## src/rtl/core/nre_pkg.sv

```systemverilog
// ----------------------------------------------------------------------------
// nre_pkg
// shared types, field positions and helpers of the nack request expander
// ----------------------------------------------------------------------------
`default_nettype none

package nre_pkg;

  localparam int NRE_SEQ_W       = 16;
  localparam int NRE_TIME_W      = 64;
  // candidate ids per nack: the packet id plus one per follow mask bit
  localparam int NRE_RUN_LEN     = NRE_SEQ_W + 1;
  localparam int NRE_IDX_W       = $clog2(NRE_RUN_LEN);
  localparam int NRE_QUEUE_DEPTH = 2;

  // input tdata layout, lowest bit first
  localparam int NRE_IN_READY_LSB = 0;
  localparam int NRE_IN_SEQ_LSB   = 1;
  localparam int NRE_IN_MASK_LSB  = NRE_IN_SEQ_LSB + NRE_SEQ_W;
  localparam int NRE_IN_TIME_LSB  = NRE_IN_MASK_LSB + NRE_SEQ_W;
  localparam int NRE_IN_RTT_LSB   = NRE_IN_TIME_LSB + NRE_TIME_W;
  localparam int NRE_IN_KEY_LSB   = NRE_IN_RTT_LSB + NRE_TIME_W;
  localparam int NRE_IN_USED_W    = NRE_IN_KEY_LSB + NRE_SEQ_W;
  localparam int NRE_IN_DATA_W    = ((NRE_IN_USED_W + 7) / 8) * 8;
  localparam int NRE_OUT_DATA_W   = NRE_SEQ_W;

  localparam logic [NRE_SEQ_W-1:0] NRE_HALF_RANGE = 16'h8000;

  typedef logic [NRE_SEQ_W-1:0] nre_seq_t;

  // one expansion job: base id and which offsets are to be sent
  typedef struct packed {
    nre_seq_t               seq;
    logic [NRE_RUN_LEN-1:0] send;
  } nre_job_t;

  // id lies before the key frame in serial-number order
  function automatic logic nre_before_key(input nre_seq_t key, input nre_seq_t id);
    nre_seq_t d;
    d = key - id;
    return (d != '0) && (d < NRE_HALF_RANGE);
  endfunction

endpackage

`default_nettype wire

```

## src/rtl/core/nre_front.sv

```systemverilog
// ----------------------------------------------------------------------------
// nre_front
// accepts nacks, filters repeats, records the answered nack, builds jobs
// ----------------------------------------------------------------------------
`default_nettype none

module nre_front
  import nre_pkg::*;
(
  input  wire logic                    clk,
  input  wire logic                    rst_n,
  input  wire logic                    in_tvalid,
  output logic                         in_tready,
  input  wire logic [NRE_IN_DATA_W-1:0] in_tdata,
  input  wire logic                    q_full,
  output logic                         q_push,
  output nre_job_t                     q_job
);

  logic                  ready_bit;
  nre_seq_t              lost_seq;
  nre_seq_t              follow_mask;
  logic [NRE_TIME_W-1:0] arrival_time;
  logic [NRE_TIME_W-1:0] round_trip;
  nre_seq_t              key_seq;
  logic [NRE_TIME_W-1:0] elapsed;
  logic                  is_repeat;
  logic                  answer;
  logic                  accept;
  logic [NRE_RUN_LEN-1:0] wanted;
  logic [NRE_RUN_LEN-1:0] send;

  nre_seq_t              ans_seq_r;
  nre_seq_t              ans_mask_r;
  logic [NRE_TIME_W-1:0] ans_time_r;

  assign ready_bit    = in_tdata[NRE_IN_READY_LSB];
  assign lost_seq     = in_tdata[NRE_IN_SEQ_LSB  +: NRE_SEQ_W];
  assign follow_mask  = in_tdata[NRE_IN_MASK_LSB +: NRE_SEQ_W];
  assign arrival_time = in_tdata[NRE_IN_TIME_LSB +: NRE_TIME_W];
  assign round_trip   = in_tdata[NRE_IN_RTT_LSB  +: NRE_TIME_W];
  assign key_seq      = in_tdata[NRE_IN_KEY_LSB  +: NRE_SEQ_W];

  assign in_tready = !q_full;
  assign accept    = in_tvalid && in_tready;

  // elapsed time wraps modulo 2^64
  assign elapsed   = arrival_time - ans_time_r;
  assign is_repeat = (lost_seq == ans_seq_r) && (follow_mask == ans_mask_r) &&
                     (elapsed < round_trip);
  assign answer    = ready_bit && !is_repeat;

  assign wanted = {follow_mask, 1'b1};

  always_comb begin
    for (int i = 0; i < NRE_RUN_LEN; i++) begin
      send[i] = wanted[i] && !nre_before_key(key_seq, lost_seq + NRE_SEQ_W'(i));
    end
  end

  assign q_push     = accept && answer && (send != '0);
  assign q_job.seq  = lost_seq;
  assign q_job.send = send;

  always_ff @(posedge clk) begin
    if (!rst_n) begin
      ans_seq_r  <= '0;
      ans_mask_r <= '0;
      ans_time_r <= '0;
    end else if (accept && answer) begin
      ans_seq_r  <= lost_seq;
      ans_mask_r <= follow_mask;
      ans_time_r <= arrival_time;
    end
  end

endmodule

`default_nettype wire

```

## src/rtl/core/nre_queue.sv

```systemverilog
// ----------------------------------------------------------------------------
// nre_queue
// short job queue between the front and the back
// ----------------------------------------------------------------------------
`default_nettype none

module nre_queue
  import nre_pkg::*;
#(
  parameter int DEPTH = NRE_QUEUE_DEPTH
) (
  input  wire logic     clk,
  input  wire logic     rst_n,
  input  wire logic     push,
  input  wire nre_job_t push_job,
  output logic          full,
  output logic          pop_valid,
  input  wire logic     pop_ready,
  output nre_job_t      pop_job
);

  localparam int AW = (DEPTH > 1) ? $clog2(DEPTH) : 1;
  localparam int CW = $clog2(DEPTH + 1);

  nre_job_t        slots [DEPTH];
  logic [AW-1:0]   wr_ptr_r;
  logic [AW-1:0]   rd_ptr_r;
  logic [CW-1:0]   count_r;
  logic            pop;

  assign full      = (count_r == CW'(DEPTH));
  assign pop_valid = (count_r != '0);
  assign pop       = pop_valid && pop_ready;
  assign pop_job   = slots[rd_ptr_r];

  always_ff @(posedge clk) begin
    if (push) begin
      slots[wr_ptr_r] <= push_job;
    end
  end

  always_ff @(posedge clk) begin
    if (!rst_n) begin
      wr_ptr_r <= '0;
      rd_ptr_r <= '0;
      count_r  <= '0;
    end else begin
      if (push) begin
        wr_ptr_r <= (wr_ptr_r == AW'(DEPTH - 1)) ? '0 : wr_ptr_r + AW'(1);
      end
      if (pop) begin
        rd_ptr_r <= (rd_ptr_r == AW'(DEPTH - 1)) ? '0 : rd_ptr_r + AW'(1);
      end
      if (push && !pop) begin
        count_r <= count_r + CW'(1);
      end else if (pop && !push) begin
        count_r <= count_r - CW'(1);
      end
    end
  end

endmodule

`default_nettype wire

```

## src/rtl/core/nre_back.sv

```systemverilog
// ----------------------------------------------------------------------------
// nre_back
// walks one job offset by offset and emits the resend requests
// ----------------------------------------------------------------------------
`default_nettype none

module nre_back
  import nre_pkg::*;
(
  input  wire logic                      clk,
  input  wire logic                      rst_n,
  input  wire logic                      q_valid,
  output logic                           q_ready,
  input  wire nre_job_t                  q_job,
  output logic                           out_tvalid,
  input  wire logic                      out_tready,
  output logic [NRE_OUT_DATA_W-1:0]      out_tdata,
  output logic                           out_tlast
);

  logic                   busy_r;
  nre_seq_t               seq_r;
  logic [NRE_RUN_LEN-1:0] pend_r;
  logic [NRE_IDX_W-1:0]   idx_r;
  logic                   out_valid_r;
  nre_seq_t               out_seq_r;
  logic                   out_last_r;

  logic slot_free;
  logic cur;
  logic last;
  logic stall;
  logic emit;

  assign slot_free = !out_valid_r || out_tready;
  // pend_r is shifted so bit 0 is always the current offset
  assign cur   = pend_r[0];
  assign last  = (pend_r[NRE_RUN_LEN-1:1] == '0);
  assign stall = cur && !slot_free;
  assign emit  = busy_r && cur && slot_free;

  assign q_ready    = !busy_r;
  assign out_tvalid = out_valid_r;
  assign out_tdata  = out_seq_r;
  assign out_tlast  = out_last_r;

  always_ff @(posedge clk) begin
    if (!rst_n) begin
      busy_r <= 1'b0;
    end else if (!busy_r) begin
      busy_r <= q_valid;
    end else if (!stall && last) begin
      busy_r <= 1'b0;
    end
  end

  always_ff @(posedge clk) begin
    if (!busy_r) begin
      seq_r  <= q_job.seq;
      pend_r <= q_job.send;
      idx_r  <= '0;
    end else if (!stall) begin
      pend_r <= pend_r >> 1;
      idx_r  <= idx_r + NRE_IDX_W'(1);
    end
  end

  always_ff @(posedge clk) begin
    if (!rst_n) begin
      out_valid_r <= 1'b0;
    end else if (emit) begin
      out_valid_r <= 1'b1;
    end else if (out_tready) begin
      out_valid_r <= 1'b0;
    end
  end

  always_ff @(posedge clk) begin
    if (emit) begin
      out_seq_r  <= seq_r + NRE_SEQ_W'(idx_r);
      out_last_r <= last;
    end
  end

endmodule

`default_nettype wire

```

## src/rtl/core/nack_request_expander_top.sv

```systemverilog
// ----------------------------------------------------------------------------
// nack_request_expander_top
// expands a generic nack (packet id plus follow mask) into resend requests
// ----------------------------------------------------------------------------
// usage:
//   in_*  stream carries one received nack per transfer; in_tready is high
//         whenever the job queue has room, dropped nacks are taken too
//   out_* stream carries one resend id per transfer, out_tlast marks the
//         last request caused by a nack; nacks that produce nothing give
//         no transfer at all
// path: with the back end idle a nack is written to the queue, loaded by the
//   back end and registered at the output; skipped leading offsets add delay
// throughput: the back end loads a job, then steps through its offsets up to
//   the highest offset still to send before it takes the next job;
//   the front takes one nack per cycle while the queue has room
// repeats: the answered id, mask and time are updated at the front as each
//   answered nack is taken, so repeat filtering follows input order
// reset: synchronous rst_n clears the answered nack state, the queue and
//   the output register
// stall: a held out_tready freezes the back end on its current request;
//   the queue fills and then in_tready drops
// ----------------------------------------------------------------------------
`default_nettype none

module nack_request_expander_top
  import nre_pkg::*;
#(
  parameter int QUEUE_DEPTH = NRE_QUEUE_DEPTH
) (
  input  wire logic                      clk,
  input  wire logic                      rst_n,
  input  wire logic                      in_tvalid,
  output logic                           in_tready,
  // sender_ready, lost_seq, follow_mask, arrival_time, round_trip, key_frame_seq
  input  wire logic [NRE_IN_DATA_W-1:0]  in_tdata,
  output logic                           out_tvalid,
  input  wire logic                      out_tready,
  // resend_seq
  output logic [NRE_OUT_DATA_W-1:0]      out_tdata,
  output logic                           out_tlast
);

  nre_job_t push_job;
  nre_job_t pop_job;
  logic     push;
  logic     full;
  logic     pop_valid;
  logic     pop_ready;

  nre_front u_front (
    .clk       (clk),
    .rst_n     (rst_n),
    .in_tvalid (in_tvalid),
    .in_tready (in_tready),
    .in_tdata  (in_tdata),
    .q_full    (full),
    .q_push    (push),
    .q_job     (push_job)
  );

  nre_queue #(
    .DEPTH (QUEUE_DEPTH)
  ) u_queue (
    .clk       (clk),
    .rst_n     (rst_n),
    .push      (push),
    .push_job  (push_job),
    .full      (full),
    .pop_valid (pop_valid),
    .pop_ready (pop_ready),
    .pop_job   (pop_job)
  );

  nre_back u_back (
    .clk        (clk),
    .rst_n      (rst_n),
    .q_valid    (pop_valid),
    .q_ready    (pop_ready),
    .q_job      (pop_job),
    .out_tvalid (out_tvalid),
    .out_tready (out_tready),
    .out_tdata  (out_tdata),
    .out_tlast  (out_tlast)
  );

endmodule

`default_nettype wire
```

## config.mk

```make
export PLATFORM = sky130hd
export DESIGN_NAME = nack_request_expander_top
export DESIGN_NICKNAME = d
export VERILOG_FILES = /design/src/rtl/core/nre_pkg.sv /design/src/rtl/core/nre_front.sv /design/src/rtl/core/nre_queue.sv /design/src/rtl/core/nre_back.sv /design/src/rtl/core/nack_request_expander_top.sv
export SDC_FILE = /design/constraint.sdc
export NUM_CORES = 1
export LEC_CHECK = 0
export BUFFER_PORTS_ARGS = -buffer_cell sky130_fd_sc_hd__buf_2
export CAP_MARGIN = 10
export CORE_MARGIN = 5
export CORE_UTILIZATION = 45
export DETAILED_ROUTE_END_ITERATION = 10
export HOLD_SLACK_MARGIN = 0.02
export PLACE_DENSITY_LB_ADDON = 0.08
export SYNTH_ARGS = -nofsm -noshare
export SYNTH_HDL_FRONTEND = slang
export SYNTH_HIERARCHICAL = 1
export SYNTH_SLANG_ARGS = --single-unit
```

## constraint.sdc

```tcl
create_clock -name clk -period 8.1 [get_ports clk]
set_clock_uncertainty 0.1 [all_clocks]
set_input_delay 0.81 -clock clk [delete_from_list [all_inputs] [get_ports clk]]
set_output_delay 0.81 -clock clk [all_outputs]
set_load 0.01 [all_outputs]
```

==> impl_metrics.csv <==
group,metric,value,unit
final_layout,fin_area,0.0232,mm^2
global_route,grt_antenna_before_repair,2,
worst_setup_path,path_delay_family,"compound AO/OA/AOI/OAI gates",
sta,report.final.slew_viol_count,0,
final_layout,drive_gt1_share,13.2,%
power,p_clk_share,23.8,%
route,drc_errors,0,
yosys,yosys_warnings,6,
yosys,synth_top_area_share,16.7,%
yosys,syn-num-nets,2927,
yosys,synth_edf_count,116,
placement,place_hpwl,51800,um
final_layout,final-seq-area,0.00565,mm^2
power,p_leak,9.50,nW
die,initial_utilization,45.7,%
yosys,synth_compound_area_share,20.6,%
placement,post-place-cells,3241,
route,finalWirelength,67000,um
die,ios,207,
sta,period_needed,7.39,ns
final_layout,nFillCells,4406,
clock_network,hold_buffers,0,
yosys,syn_inst,2537,
yosys,synth_top_family_by_area,"compound AO/OA/AOI/OAI gates",
sta,final_hold_viol_count,0,
clock_network,worstSkewPairLatency,0.55,ns
worst_setup_path,cp-end-kind,"flop",
placement,dpl_cell_area,0.0224,mm^2
sta,holdWs,0.361,ns
power,p_switching,0.00188,W
die,placementRows,78,
yosys,syn_area_per_cell,8.21,um^2
die,dieArea,0.0507,mm^2
yosys,ys_seq_area_share,27.1,%
global_route,grt_first_pass_wirelength,104000,um
route,vias,18620,
worst_setup_path,crit_required,8.47,ns
power,seqPwrFrac,31.4,%
power,power.density,211,mW/mm^2
yosys,synth-xor-area-share,13.5,%
min_path,holdCritPathClass,"reg2reg",
worst_setup_path,worstSetupPathType,"in2reg",
clock_network,cts_root_buffer,"clkbuf_16",
power,internal_power,0.00304,W
final_layout,num-nets-final,3058,
placement,gp_congestion,0.993,
clock_network,clk_path_buf_depth,3,
route,vias_per_cell,5.66,
yosys,synthAdderAreaFrac,12.7,%
sta,slew-limit-headroom,24.5,%
clock_network,cts_setup_buffers,0,
die,chipHeight,225,um
die,die_w,225,um
clock_network,cts-buffers-inserted,25,
yosys,syn_area,0.0208,mm^2
final_layout,fin_cells,3290,
sta,worst_pin_slew,1.13,ns
worst_setup_path,worstPathMaxFanout,6,
yosys,synthTopCellsByArea,"edfxtp_1 (17%), ha_1 (11%), dfxtp_1 (10%)",
die,coreArea,0.0456,mm^2
worst_setup_path,slowest_delay,0.52,ns
worst_setup_path,r2r_slack,0.79,ns
clock_network,clkTransAtPathRegs,0.06,ns
sta,finalSetupTns,0,ns
global_route,grt_pass1_vias,18180,
sta,fmax,0.135,GHz
placement,io_buffers,199,
worst_setup_path,path_buf_inv,6,
route,wl_per_cell,20.4,um
run_status,outcome,"finished clean",
power,swShare,38.2,%
sta,min_period_over_period,91.2,%
final_layout,multi_input_area,0.0138,mm^2
sta,rsz0062_at_grt,"no",
clock_network,cts.sinks,224,
final_layout,area_delta_synth_final,11.6,%
route,drt_iter0_markers,1480,
yosys,synth_cell_types,77,
power,power.share.combinational,44.8,%
yosys,yosys.area.top_type,"edfxtp_1",
yosys,synth-simple-area-share,16.5,%
clock_network,cts-htree-levels,1,
route,first_pass_iters,5,
worst_setup_path,crit_slowest_cell,"or4_1",
power,ir_worst_vdd,223,uV
yosys,synthMuxAreaShare,2.85,%
global_route,grt-ovfl-total,0,
yosys,ys_ff_latch,224,
clock_network,postCtsResizedCells,0,
route,ant_nets,0,
worst_setup_path,arrival,7.76,ns
worst_setup_path,start_kind,"input port",
job,maxCapViolCount,0,
yosys,synthFlopType,"edfxtp_1",
global_route,groute.usage.overall,25.5,%
global_route,grt_max_degree,104,
clock_network,cts_tree,"yes",
sta,setup_viol,0,
yosys,synthArstFlopShare,0,%
## cell usage after synthesis (all sizes together), types with 4 or more instances
cell type / instances
a2111oi: 4
a211o: 7
a211oi: 21
a21boi: 105
a21o: 70
a21oi: 194
a221oi: 5
a31o: 6
a31oi: 26
and2: 12
and3: 18
and4: 11
buf: 48
clkbuf: 89
dfxtp: 108
edfxtp: 116
fa: 15
ha: 187
inv: 215
mux2: 51
nand2: 316
nand2b: 19
nand3: 58
nand3b: 4
nand4: 65
nand4b: 5
nor2: 114
nor2b: 20
nor3: 35
nor3b: 4
nor4: 25
o211ai: 11
o21a: 23
o21ai: 109
o21bai: 26
o31ai: 11
o41ai: 10
or2: 6
or4: 10
xnor2: 202
xor2: 118
## through the flow
stage,total power (W),utilization (%),setup slack (ns)
floorplan,0.00311,-,0.400
global placement,0.00370,49.1,0.416
detailed placement,0.00374,49.1,0.244
CTS,0.00493,51.0,0.814
global route,0.00524,51.0,0.400
finish,0.00491,51.0,0.710
## sequential cells by signal, indices dropped and copies added (netlist names), 2 cells and up, named ones only
register,cells
u_queue/slots,66
u_front/ans_time_r,64
u_back/pend_r,17
u_back/out_tdata,16
u_back/seq_r,16
u_front/ans_mask_r,16
u_front/ans_seq_r,16
u_back/idx_r,5
u_queue/count_r,2
## layout make-up
class | count | area share (%)
sequential | 224 | 24.3
timing repair buffer | 241 | 5.80
tap | 600 | 3.23
inverter | 215 | 3.47
multi-input combinational | 1961 | 59.5
antenna | 3 | 0.0323
clock inverter | 7 | 0.549
clock buffer | 39 | 3.09
## worst register-to-register path, delay by kind of cell (launching register included)
family | cells | cell delay (ns)
DFF | 1 | 0.33
adders and majority gates | 4 | 1.15
AOI/OAI and AO/OA | 12 | 2.58
and+or+nand+nor | 9 | 2.49
buffers and inverters | 4 | 0.58
## kinds of logic after synthesis
group           count (synthesis)
mux                            53
buf+inv                       352
compound gates                658
flops                         224
fa+ha+maj                     202
simple gates                  728
xor+xnor                      320
## power by group through the flow
stage / Combinational [W] / Sequential, W / Clock, W
after floorplan: 0.00158 / 0.00153 / 0
after global placement: 0.00214 / 0.00156 / 0
after detailed placement: 0.00217 / 0.00157 / 0
after CTS: 0.00218 / 0.00154 / 0.00121
after global routing: 0.00242 / 0.00157 / 0.00125
final: 0.00220 / 0.00154 / 0.00117
## cell usage in the layout (no fill, tap or decap), types with 65 or more instances in the layout
cell type,synthesis,layout
nand4_1,65,65
buf_2,13,199
edfxtp_1,116,116
dfxtp_1,108,108
a21o_1,70,70
nand2_1,316,316
ha_1,187,187
nor2_1,114,114
xnor2_1,202,201
o21ai_0,102,102
xor2_1,118,118
a21boi_0,104,104
inv_1,215,215
a21oi_1,194,194
## routing by layer
metal | vias to the layer above | part of all wire, % | global-route usage [%] | wire length (um)
met5 | - | 0 | 0 | 0
met4 | 0 | 3.1 | 7.65 | 2060
met3 | 123 | 5.9 | 3.07 | 3940
met2 | 604 | 48 | 44.4 | 32200
met1 | 8760 | 43 | 33.3 | 28800
li1 | 9133 | - | - | -
## path summary, 6_finish.rpt
| path | endpoint | start | depth (start not counted) |
|---|---|---|---|
| worst min register to register | u_front/ans_time_r[27] | u_front/ans_time_r[27] | 2 |
| worst max-delay path | u_queue/count_r[1] | in_tdata[33] | 31 |
| worst min-delay path | u_front/ans_time_r[27] | u_front/ans_time_r[27] | 2 |
| worst max register to register | u_queue/count_r[1] | u_front/ans_time_r[0] | 29 |
No activity file was read; power rests on OpenSTA's default activity.
